[src/hw/rtl/hse_pkg.sv]
// Shared types and constants of the histogram statistics engine.
`timescale 1ns / 1ps

package hse_pkg;

    // Result kinds
    localparam logic [1:0] KIND_NOTICE  = 2'd0;
    localparam logic [1:0] KIND_SUMMARY = 2'd1;
    localparam logic [1:0] KIND_MODE    = 2'd2;

    // Register indexes
    localparam logic REG_RANGE_LOW  = 1'b0;
    localparam logic REG_RANGE_HIGH = 1'b1;

    localparam logic [7:0] RANGE_LOW_RST  = 8'd50;
    localparam logic [7:0] RANGE_HIGH_RST = 8'd113;

    localparam int          TOTAL_W   = 22;
    localparam logic [21:0] TOTAL_MAX = 22'h3FFFFF;
    localparam int          MEAN_W    = 16;
    localparam logic [3:0]  DIV_LAST  = 4'd15;

    // Controller to datapath commands
    typedef struct packed {
        logic rd_sample;
        logic rd_bin;
        logic bump;
        logic notice;
        logic clr_acc;
        logic mul;
        logic acc1;
        logic rank_init;
        logic acc2;
        logic div_start;
        logic div_step;
        logic emit_sum;
        logic p3_step;
        logic clear_bins;
    } hse_cmd_t;

    // Datapath to controller status
    typedef struct packed {
        logic in_range;
        logic nb_zero;
        logic last_bin;
        logic total_zero;
        logic single_mode;
        logic p3_emit;
        logic p3_last;
        logic out_free;
    } hse_stat_t;

endpackage

[src/hw/rtl/hse_ram.sv]
// Generic single write port RAM with registered read.
`timescale 1ns / 1ps

module hse_ram #(
    parameter int WIDTH = 16,
    parameter int DEPTH = 64
) (
    input  logic                     clk,
    input  logic                     we,
    input  logic [$clog2(DEPTH)-1:0] waddr,
    input  logic [WIDTH-1:0]         wdata,
    input  logic [$clog2(DEPTH)-1:0] raddr,
    output logic [WIDTH-1:0]         rdata
);

    logic [WIDTH-1:0] mem [DEPTH];
    logic [WIDTH-1:0] rdata_reg;

    always_ff @(posedge clk)
    begin
        if (we)
        begin
            mem[waddr] <= wdata;
        end
        rdata_reg <= mem[raddr];
    end

    assign rdata = rdata_reg;

endmodule

[src/hw/rtl/hse_ctrl.sv]
// Sequencer for sample updates and the end-of-set report walk.
`timescale 1ns / 1ps

module hse_ctrl #(
    parameter int BINS = 64
) (
    input  logic                    clk,
    input  logic                    rst_n,
    input  logic                    in_valid,
    input  logic                    in_last,
    output logic                    in_ready,
    input  hse_pkg::hse_stat_t      stat,
    output hse_pkg::hse_cmd_t       cmd,
    output logic [$clog2(BINS)-1:0] bin
);

    localparam int IDX_W = $clog2(BINS);

    typedef enum logic [3:0] {
        S_IDLE, S_BUMP, S_P1_RD, S_P1_MUL, S_P1_ACC, S_CHK, S_EMPTY,
        S_P2_RD, S_P2_ACC, S_DIV_START, S_DIV, S_SUM, S_P3_RD, S_P3_CHK, S_CLR
    } state_t;

    state_t           state_reg, state_next;
    logic [IDX_W-1:0] bin_reg, bin_next;
    logic [3:0]       div_reg, div_next;
    logic             accept;

    assign in_ready = (state_reg == S_IDLE) && stat.out_free;
    assign accept   = in_valid && in_ready;
    assign bin      = bin_reg;

    // Next state and commands
    always_comb
    begin
        state_next = state_reg;
        bin_next   = bin_reg;
        div_next   = div_reg;
        cmd        = '0;
        case (state_reg)
            S_IDLE:
            begin
                if (accept)
                begin
                    if (in_last)
                    begin
                        cmd.clr_acc = 1'b1;
                        bin_next    = '0;
                        state_next  = stat.nb_zero ? S_CHK : S_P1_RD;
                    end
                    else if (stat.in_range)
                    begin
                        cmd.rd_sample = 1'b1;
                        state_next    = S_BUMP;
                    end
                    else
                    begin
                        cmd.notice = 1'b1;
                    end
                end
            end
            S_BUMP:
            begin
                cmd.bump   = 1'b1;
                state_next = S_IDLE;
            end
            S_P1_RD:
            begin
                cmd.rd_bin = 1'b1;
                state_next = S_P1_MUL;
            end
            S_P1_MUL:
            begin
                cmd.mul    = 1'b1;
                state_next = S_P1_ACC;
            end
            S_P1_ACC:
            begin
                cmd.acc1 = 1'b1;
                if (stat.last_bin)
                begin
                    bin_next   = '0;
                    state_next = S_CHK;
                end
                else
                begin
                    bin_next   = bin_reg + 1'b1;
                    state_next = S_P1_RD;
                end
            end
            S_CHK:
            begin
                cmd.rank_init = 1'b1;
                bin_next      = '0;
                state_next    = stat.total_zero ? S_EMPTY : S_P2_RD;
            end
            S_EMPTY:
            begin
                if (stat.out_free)
                begin
                    cmd.emit_sum = 1'b1;
                    state_next   = S_CLR;
                end
            end
            S_P2_RD:
            begin
                cmd.rd_bin = 1'b1;
                state_next = S_P2_ACC;
            end
            S_P2_ACC:
            begin
                cmd.acc2 = 1'b1;
                if (stat.last_bin)
                begin
                    bin_next   = '0;
                    state_next = S_DIV_START;
                end
                else
                begin
                    bin_next   = bin_reg + 1'b1;
                    state_next = S_P2_RD;
                end
            end
            S_DIV_START:
            begin
                cmd.div_start = 1'b1;
                div_next      = '0;
                state_next    = S_DIV;
            end
            S_DIV:
            begin
                cmd.div_step = 1'b1;
                div_next     = div_reg + 1'b1;
                if (div_reg == hse_pkg::DIV_LAST)
                begin
                    state_next = S_SUM;
                end
            end
            S_SUM:
            begin
                if (stat.out_free)
                begin
                    cmd.emit_sum = 1'b1;
                    bin_next     = '0;
                    state_next   = stat.single_mode ? S_CLR : S_P3_RD;
                end
            end
            S_P3_RD:
            begin
                cmd.rd_bin = 1'b1;
                state_next = S_P3_CHK;
            end
            S_P3_CHK:
            begin
                if (!stat.p3_emit || stat.out_free)
                begin
                    cmd.p3_step = 1'b1;
                    bin_next    = bin_reg + 1'b1;
                    state_next  = stat.p3_last ? S_CLR : S_P3_RD;
                end
            end
            S_CLR:
            begin
                cmd.clear_bins = 1'b1;
                state_next     = S_IDLE;
            end
            default:
            begin
                state_next = S_IDLE;
            end
        endcase
    end

    // State register
    always_ff @(posedge clk or negedge rst_n)
    begin
        if (!rst_n)
        begin
            state_reg <= S_IDLE;
            bin_reg   <= '0;
            div_reg   <= '0;
        end
        else
        begin
            state_reg <= state_next;
            bin_reg   <= bin_next;
            div_reg   <= div_next;
        end
    end

endmodule

[src/hw/rtl/hse_dp.sv]
// Datapath: bin memory, accumulators, median search, mean divider, result register.
`timescale 1ns / 1ps

module hse_dp #(
    parameter int BINS       = 64,
    parameter int COUNT_BITS = 16
) (
    input  logic                    clk,
    input  logic                    rst_n,
    input  logic [7:0]              range_low,
    input  logic [7:0]              range_high,
    input  logic [7:0]              sample,
    input  hse_pkg::hse_cmd_t       cmd,
    input  logic [$clog2(BINS)-1:0] bin,
    output hse_pkg::hse_stat_t      stat,
    output logic                    out_valid,
    input  logic                    out_ready,
    output logic [1:0]              out_kind,
    output logic [55:0]             out_data,
    output logic                    out_last
);

    localparam int IDX_W = $clog2(BINS);
    localparam int NB_W  = IDX_W + 1;
    localparam int TOT_W = COUNT_BITS + IDX_W;
    localparam int WS_W  = TOT_W + 8;
    localparam int PR_W  = COUNT_BITS + 8;
    localparam int SAT_W = (TOT_W > hse_pkg::TOTAL_W) ? TOT_W : hse_pkg::TOTAL_W;

    // Bin storage
    logic [COUNT_BITS-1:0] rdata;
    logic [COUNT_BITS-1:0] cnt;
    logic [COUNT_BITS-1:0] wdata;
    logic [IDX_W-1:0]      raddr;
    logic [BINS-1:0]       valid_reg;
    logic                  rdv_reg;
    logic [IDX_W-1:0]      idx_reg;

    // Range decode
    logic [7:0]      diff;
    logic [8:0]      span;
    logic [NB_W-1:0] nb;
    logic [7:0]      bin_val;

    // Accumulators
    logic [COUNT_BITS-1:0] cnt_reg;
    logic [PR_W-1:0]       prod_reg;
    logic [TOT_W-1:0]      total_reg;
    logic [WS_W-1:0]       ws_reg;
    logic [COUNT_BITS-1:0] max_reg;

    // Median and modes
    logic [TOT_W:0]   cum_reg, cum_n, r1, r2;
    logic             f1_reg, f2_reg;
    logic [IDX_W-1:0] b1_reg, b2_reg, first_reg;
    logic [NB_W-1:0]  nm_reg, left_reg;
    logic             first_pend_reg;
    logic             is_mode;

    // Divider
    logic [TOT_W-1:0]  rem_reg;
    logic [TOT_W:0]    trial;
    logic [15:0]       lo_reg;
    logic [15:0]       q_reg;

    // Output register
    logic        ov_reg;
    logic [1:0]  kind_reg;
    logic        empty_reg;
    logic [21:0] tot_o_reg;
    logic [15:0] mean_reg;
    logic [8:0]  med_reg;
    logic [7:0]  mode_reg;
    logic        last_reg;
    logic [SAT_W-1:0] tot_wide;
    logic [21:0]      tot_sat;
    logic [7:0]       v1, v2;

    hse_ram #(
        .WIDTH (COUNT_BITS),
        .DEPTH (BINS)
    ) u_ram (
        .clk   (clk),
        .we    (cmd.bump),
        .waddr (idx_reg),
        .wdata (wdata),
        .raddr (raddr),
        .rdata (rdata)
    );

    // Range decode and sample bin index
    always_comb
    begin
        diff = sample - range_low;
        span = {1'b0, range_high} - {1'b0, range_low} + 9'd1;
        if (range_high < range_low)
        begin
            nb = '0;
        end
        else if (span > 9'(BINS))
        begin
            nb = NB_W'(BINS);
        end
        else
        begin
            nb = span[NB_W-1:0];
        end
    end

    assign raddr   = cmd.rd_sample ? diff[IDX_W-1:0] : bin;
    assign cnt     = rdv_reg ? rdata : '0;
    assign wdata   = (&cnt) ? cnt : cnt + 1'b1;
    assign bin_val = range_low + 8'(bin);
    assign is_mode = (cnt == max_reg);
    assign cum_n   = cum_reg + (TOT_W+1)'(cnt);
    assign r1      = ({1'b0, total_reg} + 1'b1) >> 1;
    assign r2      = ({1'b0, total_reg} >> 1) + 1'b1;
    assign trial   = {rem_reg, lo_reg[15]};
    assign tot_wide = SAT_W'(total_reg);
    assign tot_sat  = (tot_wide > SAT_W'(hse_pkg::TOTAL_MAX)) ? hse_pkg::TOTAL_MAX
                                                               : tot_wide[21:0];
    assign v1 = range_low + 8'(b1_reg);
    assign v2 = range_low + 8'(b2_reg);

    // Status
    always_comb
    begin
        stat.in_range    = (sample >= range_low) && ({1'b0, diff} < 9'(nb));
        stat.nb_zero     = (nb == '0);
        stat.last_bin    = ((NB_W)'(bin) == nb - 1'b1);
        stat.total_zero  = (total_reg == '0);
        stat.single_mode = (nm_reg == NB_W'(1));
        stat.p3_emit     = is_mode && !first_pend_reg;
        stat.p3_last     = is_mode && !first_pend_reg && (left_reg == NB_W'(1));
        stat.out_free    = !ov_reg || out_ready;
    end

    // Valid bits for bins
    always_ff @(posedge clk or negedge rst_n)
    begin
        if (!rst_n)
        begin
            valid_reg <= '0;
            rdv_reg   <= 1'b0;
        end
        else
        begin
            rdv_reg <= valid_reg[raddr];
            if (cmd.clear_bins)
            begin
                valid_reg <= '0;
            end
            else if (cmd.bump)
            begin
                valid_reg[idx_reg] <= 1'b1;
            end
        end
    end

    // Walk accumulators, median search and divider
    always_ff @(posedge clk)
    begin
        if (cmd.rd_sample)
        begin
            idx_reg <= diff[IDX_W-1:0];
        end
        if (cmd.mul)
        begin
            cnt_reg  <= cnt;
            prod_reg <= cnt * bin_val;
        end
        if (cmd.clr_acc)
        begin
            total_reg <= '0;
            ws_reg    <= '0;
            max_reg   <= '0;
        end
        else if (cmd.acc1)
        begin
            total_reg <= total_reg + TOT_W'(cnt_reg);
            ws_reg    <= ws_reg + WS_W'(prod_reg);
            if (cnt_reg > max_reg)
            begin
                max_reg <= cnt_reg;
            end
        end
        if (cmd.rank_init)
        begin
            cum_reg <= '0;
            f1_reg  <= 1'b0;
            f2_reg  <= 1'b0;
            nm_reg  <= '0;
        end
        else if (cmd.acc2)
        begin
            cum_reg <= cum_n;
            if (!f1_reg && cum_n >= r1)
            begin
                f1_reg <= 1'b1;
                b1_reg <= bin;
            end
            if (!f2_reg && cum_n >= r2)
            begin
                f2_reg <= 1'b1;
                b2_reg <= bin;
            end
            if (is_mode)
            begin
                nm_reg <= nm_reg + 1'b1;
                if (nm_reg == '0)
                begin
                    first_reg <= bin;
                end
            end
        end
        // One quotient bit per cycle
        if (cmd.div_start)
        begin
            rem_reg <= ws_reg[WS_W-1:8];
            lo_reg  <= {ws_reg[7:0], 8'd0};
            q_reg   <= '0;
        end
        else if (cmd.div_step)
        begin
            lo_reg <= {lo_reg[14:0], 1'b0};
            if (trial >= {1'b0, total_reg})
            begin
                rem_reg <= TOT_W'(trial - {1'b0, total_reg});
                q_reg   <= {q_reg[14:0], 1'b1};
            end
            else
            begin
                rem_reg <= trial[TOT_W-1:0];
                q_reg   <= {q_reg[14:0], 1'b0};
            end
        end
        if (cmd.emit_sum)
        begin
            left_reg       <= nm_reg - 1'b1;
            first_pend_reg <= 1'b1;
        end
        else if (cmd.p3_step && is_mode)
        begin
            if (first_pend_reg)
            begin
                first_pend_reg <= 1'b0;
            end
            else
            begin
                left_reg <= left_reg - 1'b1;
            end
        end
    end

    // Result register valid
    always_ff @(posedge clk or negedge rst_n)
    begin
        if (!rst_n)
        begin
            ov_reg <= 1'b0;
        end
        else if (cmd.notice || cmd.emit_sum || (cmd.p3_step && stat.p3_emit))
        begin
            ov_reg <= 1'b1;
        end
        else if (out_ready)
        begin
            ov_reg <= 1'b0;
        end
    end

    // Result payload
    always_ff @(posedge clk)
    begin
        if (cmd.notice)
        begin
            kind_reg  <= hse_pkg::KIND_NOTICE;
            empty_reg <= 1'b0;
            tot_o_reg <= '0;
            mean_reg  <= '0;
            med_reg   <= '0;
            mode_reg  <= '0;
            last_reg  <= 1'b1;
        end
        else if (cmd.emit_sum)
        begin
            kind_reg  <= hse_pkg::KIND_SUMMARY;
            empty_reg <= stat.total_zero;
            tot_o_reg <= tot_sat;
            if (stat.total_zero)
            begin
                mean_reg <= '0;
                med_reg  <= '0;
                mode_reg <= '0;
                last_reg <= 1'b1;
            end
            else
            begin
                mean_reg <= q_reg;
                med_reg  <= {1'b0, v1} + {1'b0, v2};
                mode_reg <= range_low + 8'(first_reg);
                last_reg <= stat.single_mode;
            end
        end
        else if (cmd.p3_step && stat.p3_emit)
        begin
            kind_reg  <= hse_pkg::KIND_MODE;
            empty_reg <= 1'b0;
            tot_o_reg <= '0;
            mean_reg  <= '0;
            med_reg   <= '0;
            mode_reg  <= bin_val;
            last_reg  <= stat.p3_last;
        end
    end

    assign out_valid = ov_reg;
    assign out_kind  = kind_reg;
    assign out_data  = {mode_reg, med_reg, mean_reg, tot_o_reg, empty_reg};
    assign out_last  = last_reg;

endmodule

[src/hw/rtl/histogram_statistics_engine_top.sv]
// Top level of the histogram statistics engine.
`timescale 1ns / 1ps
//
// Channel  Direction  Handshake            Payload
// s_       in         s_tvalid / s_tready  s_tdata sample, s_tlast end of set
// m_       out        m_tvalid / m_tready  m_tdata stats, m_tuser kind, m_tlast
// cfg      in         APB, pready high     range_low @0x0, range_high @0x4
//
// An in-range sample takes a bin memory read, then the saturating write back.
// A report walks the nb counted bins once to sum them (read, multiply, accumulate),
// again to locate the median and modes (read, accumulate), then runs the serial
// mean divider; with more than one mode, it rescans from bin zero up to the last mode.
// An empty set ends after the sum walk. All bins clear at once after a report.
// Reset clears the histogram and sets the range to 50..113.
// A stalled result holds the engine at the next result it would emit.

module histogram_statistics_engine_top #(
    parameter int BINS       = 64,
    parameter int COUNT_BITS = 16
) (
    input  logic        clk,
    input  logic        rst_n,
    input  logic        s_tvalid,
    output logic        s_tready,
    input  logic [7:0]  s_tdata,   // [7:0] sample_value
    input  logic        s_tlast,
    output logic        m_tvalid,
    input  logic        m_tready,
    output logic [55:0] m_tdata,   // set_empty, total_count, mean_q8, median_twice, mode_value
    output logic [1:0]  m_tuser,   // [1:0] result_kind
    output logic        m_tlast,
    input  logic        psel,
    input  logic        penable,
    input  logic        pwrite,
    input  logic [2:0]  paddr,
    input  logic [31:0] pwdata,
    output logic [31:0] prdata,
    output logic        pready
);

    logic [7:0]         range_low_reg, range_high_reg;
    hse_pkg::hse_cmd_t  cmd;
    hse_pkg::hse_stat_t stat;
    logic [$clog2(BINS)-1:0] bin;

    // Configuration registers
    always_ff @(posedge clk or negedge rst_n)
    begin
        if (!rst_n)
        begin
            range_low_reg  <= hse_pkg::RANGE_LOW_RST;
            range_high_reg <= hse_pkg::RANGE_HIGH_RST;
        end
        else if (psel && penable && pwrite)
        begin
            if (paddr[2] == hse_pkg::REG_RANGE_LOW)
            begin
                range_low_reg <= pwdata[7:0];
            end
            else
            begin
                range_high_reg <= pwdata[7:0];
            end
        end
    end

    assign pready = 1'b1;
    assign prdata = {24'd0, (paddr[2] == hse_pkg::REG_RANGE_HIGH) ? range_high_reg
                                                                   : range_low_reg};

    hse_ctrl #(
        .BINS (BINS)
    ) u_ctrl (
        .clk      (clk),
        .rst_n    (rst_n),
        .in_valid (s_tvalid),
        .in_last  (s_tlast),
        .in_ready (s_tready),
        .stat     (stat),
        .cmd      (cmd),
        .bin      (bin)
    );

    hse_dp #(
        .BINS       (BINS),
        .COUNT_BITS (COUNT_BITS)
    ) u_dp (
        .clk        (clk),
        .rst_n      (rst_n),
        .range_low  (range_low_reg),
        .range_high (range_high_reg),
        .sample     (s_tdata),
        .cmd        (cmd),
        .bin        (bin),
        .stat       (stat),
        .out_valid  (m_tvalid),
        .out_ready  (m_tready),
        .out_kind   (m_tuser),
        .out_data   (m_tdata),
        .out_last   (m_tlast)
    );

endmodule

[config.mk]
export PLATFORM = sky130hd
export DESIGN_NAME = histogram_statistics_engine_top
export DESIGN_NICKNAME = d
export VERILOG_FILES = /design/src/hw/rtl/hse_pkg.sv /design/src/hw/rtl/hse_ram.sv /design/src/hw/rtl/hse_ctrl.sv /design/src/hw/rtl/hse_dp.sv /design/src/hw/rtl/histogram_statistics_engine_top.sv
export SDC_FILE = /design/constraint.sdc
export NUM_CORES = 2
export LEC_CHECK = 0
export BUFFER_PORTS_ARGS = -buffer_cell sky130_fd_sc_hd__clkbuf_2
export CAP_MARGIN = 20
export CORE_MARGIN = 4
export CORE_UTILIZATION = 60
export DETAILED_ROUTE_END_ITERATION = 8
export PLACE_DENSITY = 0.77
export SYNTH_ARGS = -nofsm -noshare
export SYNTH_HDL_FRONTEND = slang
export SYNTH_HIERARCHICAL = 1
export SYNTH_SLANG_ARGS = --single-unit
[constraint.sdc]
create_clock -name clk -period 19.98 [get_ports clk]
set_input_delay 3.996 -clock clk [delete_from_list [all_inputs] [get_ports clk]]
set_output_delay 3.996 -clock clk [all_outputs]
set_load 0.005 [all_outputs]
; ---- Word-level counts from Yosys, hierarchy flattened
; Memories as Yosys holds them, arrays and structs flattened. A register that Yosys moved wholly into a read port is not among the register bits.
; Cells that the tools add are included.
[op_classes]
add_sub_neg = 21
n_mul = 1
div = 0
order_cmp = 12
n_eq_ne = 27
shift = 0
muxes = 86
bitwise = 3
n_reduce_logical = 48
[ops]
columns = op, n
row1 = $mux W22, 6
row2 = $mux W64, 2
row3 = $mux W16, 7
row4 = $or A64 B64 Y64, 1
row5 = $pmux W4 S13, 1
row6 = $ge A23 B22 Y1, 2
row7 = $mux W6, 6
row8 = $mux W7, 5
row9 = $mux W1, 34
row10 = $add A8 B6 Y8, 4
row11 = $eq A4 B4 Y1 const B, 8
row12 = $mux W4, 8
row13 = $mux W8, 4
row14 = $add A30 B24 Y30, 1
row15 = $pmux W6 S5, 1
row16 = $mux W9, 3
row17 = $mul A16 B8 Y24, 1
row18 = $add A22 B1 Y23 const B, 1
row19 = $add A23 B16 Y23, 1
row20 = $ge A23 B23 Y1, 1
row21 = $add A21 B1 Y22 const B, 1
row22 = $add A22 B16 Y22, 1
row23 = $gt A22 B22 Y1 const B, 1
row24 = $logic_not A22 Y1, 1
row25 = other kinds (46), 97
[totals]
regBits = 373
latch_bits = 0
mem_bits_rw = 1024
rom_bits = 0
inputBits = 51
out_inout_bits = 94
wordCells = 233
n_memories = 1
[mem_list]
columns = memory, words, width, read_ports, rd_clocked_by_memory_dff, write_ports, line_no
row1 = u_dp.u_ram.mem, 64, 16, 1, 1, 1, hse_ram.sv:16  ; logic [WIDTH-1:0] mem [DEPTH];

; ---- Longest topological paths before layout
[logic_depth]
depth_word = 14
ltp_mapped = 33
mapped_depth_nobuf = 26

; ---- Cells and area by module
; The synthesis kept the hierarchy.
[modules_own_cells]
columns = module, instances, cells_each, area_each_um2, seq_area_each_um2
row1 = hse_ram, 1, 1835, 40073.4, 31069.8
row2 = hse_dp, 1, 3062, 27138.5, 8207.9
row3 = hse_ctrl, 1, 136, 1229.9, 350.3
row4 = histogram_statistics_engine_top, 1, 70, 930.9, 409.1

; ---- Worst setup path after synthesis
; Ideal clock, no wire load.
[synth_path]
kind = input-to-reg
start = in s_tdata[1]
end = reg u_dp.u_ram.rdata_reg[10] (netlist: u_dp/u_ram/rdata[10]), read port of u_dp.u_ram.mem
setup_ns = 0.116
t_arrival_ns = 9.591
required_time_ns = 19.864
slack_ns = 10.273
stages = 28
path_buffers = 7
cell_sequence = ha_1 nor2b_1 o21ai_0 a21boi_0 o21a_1 or3_1 and2_1 ha_1 a41oi_1 o21ai_0 a21oi_1 o41ai_1 nor3_1 nor3b_1 clkbuf_1 mux2i_1 buf_2 inv_1 buf_6 buf_12 buf_6 buf_8 buf_12 mux2i_1 nand2_1 a41oi_1 o21ai_0 and4_1
[synth_lines]
columns = element, line_no
row1 = from (decl), histogram_statistics_engine_top.sv:25  ; input logic [7:0] s_tdata,
row2 = to (decl), hse_ram.sv:17  ; logic [WIDTH-1:0] rdata_reg;

==> impl_metrics.prom <==
# TYPE chip_impl_metric gauge
chip_impl_metric{name="gr-total-overflow",unit=""} 0
chip_impl_metric{name="clock_network_latency_to_the_later_pin_of_the_worst_skew_pair",unit="ns"} 0.78
chip_impl_info{name="critPathKind",value="primary input to flip-flop"} 1
chip_impl_metric{name="fin_ws",unit="ns"} 8.51
chip_impl_metric{name="routed_wirelength",unit="mm"} 174
chip_impl_metric{name="worstMarginPinSlew",unit="ns"} 1.10
chip_impl_metric{name="antenna_found_initial",unit=""} 2
chip_impl_metric{name="hold_buffer_count_at_cts",unit=""} 0
chip_impl_metric{name="crit_fanout",unit=""} 75
chip_impl_metric{name="drc_violations_left",unit=""} 0
chip_impl_metric{name="die_area",unit="sq um"} 121000
chip_impl_metric{name="pin_count_of_the_biggest_net_entering_global_routing",unit=""} 126
chip_impl_info{name="path_common_cell",value="sky130_fd_sc_hd__buf_4"} 1
chip_impl_metric{name="cts_made_buffers",unit=""} 144
chip_impl_metric{name="floorplan.initialDensity",unit=""} 0.606
chip_impl_metric{name="drt_pre_antenna_iters",unit=""} 6
chip_impl_info{name="clk_root_buffer_cell",value="sky130_fd_sc_hd__clkbuf_16"} 1
chip_impl_info{name="run_status",value="finished clean"} 1
chip_impl_info{name="grt_setup_unrepaired",value="no"} 1
chip_impl_metric{name="htree_num_levels",unit=""} 4
chip_impl_metric{name="cp_data_arrival_time",unit="ns"} 12.08
chip_impl_metric{name="critical_path_rt",unit="ns"} 20.59
chip_impl_metric{name="synthesis.yosys.warnings",unit=""} 6
chip_impl_metric{name="max_stage_delay",unit="ns"} 0.76
chip_impl_metric{name="timing.final.max_slew_violations",unit=""} 0
chip_impl_metric{name="vdd_drop_max",unit="V"} 0.000123
chip_impl_metric{name="design.core.area",unit="sq um"} 115000
chip_impl_metric{name="detailed_place.area",unit="sq um"} 71500
chip_impl_metric{name="cellLeakagePower",unit="nW"} 29.0
chip_impl_metric{name="ff_latch_area",unit="sq um"} 40000
chip_impl_metric{name="number_of_global_route_vias_before_repair",unit=""} 43635
chip_impl_metric{name="max_freq",unit="GHz"} 0.0872
chip_impl_metric{name="period_minus_slack",unit="ns"} 11.47
chip_impl_info{name="critPathLaunchType",value="primary input"} 1
chip_impl_info{name="cp_slowest_cell",value="sky130_fd_sc_hd__buf_4"} 1
chip_impl_metric{name="final_layout_size_suffix_gt1_frac",unit=""} 0.155
chip_impl_metric{name="max_slew_margin",unit=""} 0.266
chip_impl_metric{name="clk_pin_slew",unit="ns"} 0.07
chip_impl_metric{name="cts.repair_timing.setup_buffer_count",unit=""} 0
chip_impl_metric{name="synthesis.area",unit="sq um"} 69400
chip_impl_metric{name="largest_reg_flops",unit=""} 1024
chip_impl_metric{name="die_y",unit="um"} 348
chip_impl_info{name="hold_path_class",value="flip-flop to flip-flop"} 1
chip_impl_metric{name="met2_length",unit="mm"} 82.6
chip_impl_info{name="highest_metal_layer_with_signal_wires",value="met5"} 1
chip_impl_info{name="final_common_cell",value="sky130_fd_sc_hd__edfxtp_1"} 1
chip_impl_metric{name="cts-resized-gates",unit=""} 0
chip_impl_metric{name="detailedPlacementHpwl",unit="mm"} 109
chip_impl_metric{name="pre_cts_ws",unit="ns"} 7.74
chip_impl_metric{name="finalSetupViolations",unit=""} 0
chip_impl_metric{name="gpl.final_weighted_congestion",unit=""} 0.930
chip_impl_info{name="tritoncts",value="built"} 1
chip_impl_info{name="endpoint_kind_of_the_worst_setup_timing_path",value="flip-flop"} 1
chip_impl_metric{name="fin_worst_hold_slack",unit="ns"} 0.456
chip_impl_metric{name="max_cap_viol_count",unit=""} 0
chip_impl_metric{name="layout_net_count",unit=""} 5619
chip_impl_metric{name="detail_route.wl_per_cell",unit="um"} 25.4
chip_impl_metric{name="vias",unit=""} 43838
chip_impl_metric{name="fillerInstances",unit=""} 7844
chip_impl_metric{name="drc_marker_count_from_the_first_detailed_route_iteration",unit=""} 5272
chip_impl_metric{name="syn_to_final_growth",unit="%"} 9.99
chip_impl_metric{name="finalSetupTns",unit="ns"} 0
chip_impl_metric{name="layout_worst_path_cycle_share",unit=""} 0.574
chip_impl_metric{name="clock_skew",unit="ns"} 0.0495
chip_impl_metric{name="ant_nets",unit=""} 0
chip_impl_metric{name="m1WireLength",unit="mm"} 66.8
chip_impl_metric{name="pnr_total_power",unit="mW"} 9.96
chip_impl_metric{name="grt.total_usage",unit=""} 0.286
chip_impl_metric{name="die_width",unit="um"} 348
chip_impl_metric{name="cts_num_sinks",unit=""} 1413
chip_impl_metric{name="first_pass_grt_wire_length",unit="mm"} 265
chip_impl_info{name="most-common-layout-cells",value="1125 x sky130_fd_sc_hd__edfxtp_1, 435 x sky130_fd_sc_hd__nor2_1, 295 x sky130_fd_sc_hd__nand2_1"} 1
chip_impl_metric{name="portBuffers",unit=""} 93
chip_impl_metric{name="multiInputGateArea",unit="sq um"} 27300
chip_impl_metric{name="routed_via_density",unit=""} 6.41
chip_impl_metric{name="io_pins",unit=""} 145
chip_impl_metric{name="syn_inst",unit=""} 5102
chip_impl_metric{name="finalHoldViolCount",unit=""} 0
chip_impl_metric{name="power-per-cell-area",unit="nW/um^2"} 131
chip_impl_metric{name="postSynthAreaPerCell",unit="sq um"} 13.6
chip_impl_metric{name="design_area",unit="sq um"} 76300
chip_impl_metric{name="fp-row-count",unit=""} 124
chip_impl_metric{name="ctsLongestPathBuffers",unit=""} 3
chip_impl_metric{name="routed-wl-met3",unit="mm"} 16.0
[final cells by class]
class | count | area share
sequential | 1413 | 0.525
multi-input combinational | 3187 | 0.358
clock buffer | 193 | 0.0504
tap | 1512 | 0.0248
timing repair buffer | 200 | 0.0175
inverter | 265 | 0.0133
clock inverter | 72 | 0.0113
antenna | 1 | 0.0000328
[stage by stage]
step,util,instances
after floorplan,-,5125
final,0.666,6843
after global placement,0.624,6571
after detailed placement,0.625,6573
after global routing,0.666,6842
after CTS,0.666,6838
[metal layers]
layer,vias to the layer above,GRT usage
li1,19331,-
met1,21860,0.385
met2,2237,0.461
met3,408,0.0532
met4,2,0.130
met5,-,0
[worst max-delay path, delay by kind of cell]
kind                     cells  cell delay, ns
AO/OA/AOI/OAI               10            2.11
buffers and inverters        6            3.02
AND/OR/NAND/NOR              6            1.52
multiplexers                 2            0.74
adder cells (fa/ha/maj)      2            0.61
[final timing paths]
path / start / to / slack, ns / cells after the start
min in group asynchronous: rst_n / range_high_reg[3]$_DFFE_PN0P_ / 3.08 / 1
max reg2reg: range_low_reg[1]$_DFFE_PN1P_ / u_dp/u_ram/rdata[13]$_DFF_P_ / 9.60 / 29
max in group asynchronous: rst_n / u_ctrl/div_reg[1]$_DFFE_PN0P_ / 16.04 / 3
min: u_dp/med_reg[8]$_SDFFE_PP0P_ / u_dp/med_reg[8]$_SDFFE_PP0P_ / 0.46 / 2
min reg2reg: u_dp/med_reg[8]$_SDFFE_PP0P_ / u_dp/med_reg[8]$_SDFFE_PP0P_ / 0.46 / 2
max: s_tdata[1] / u_dp/u_ram/rdata[13]$_DFF_P_ / 8.51 / 26
[where the power goes]
part / total, mW / switching (mW) / internal (mW) / leakage (nW)
Sequential: 3.84 / 0.290 / 3.55 / 14.2
Combinational: 3.45 / 2.03 / 1.42 / 12.5
Clock: 2.68 / 1.17 / 1.51 / 2.26
Note: power is estimated with default switching activity, not from simulation.
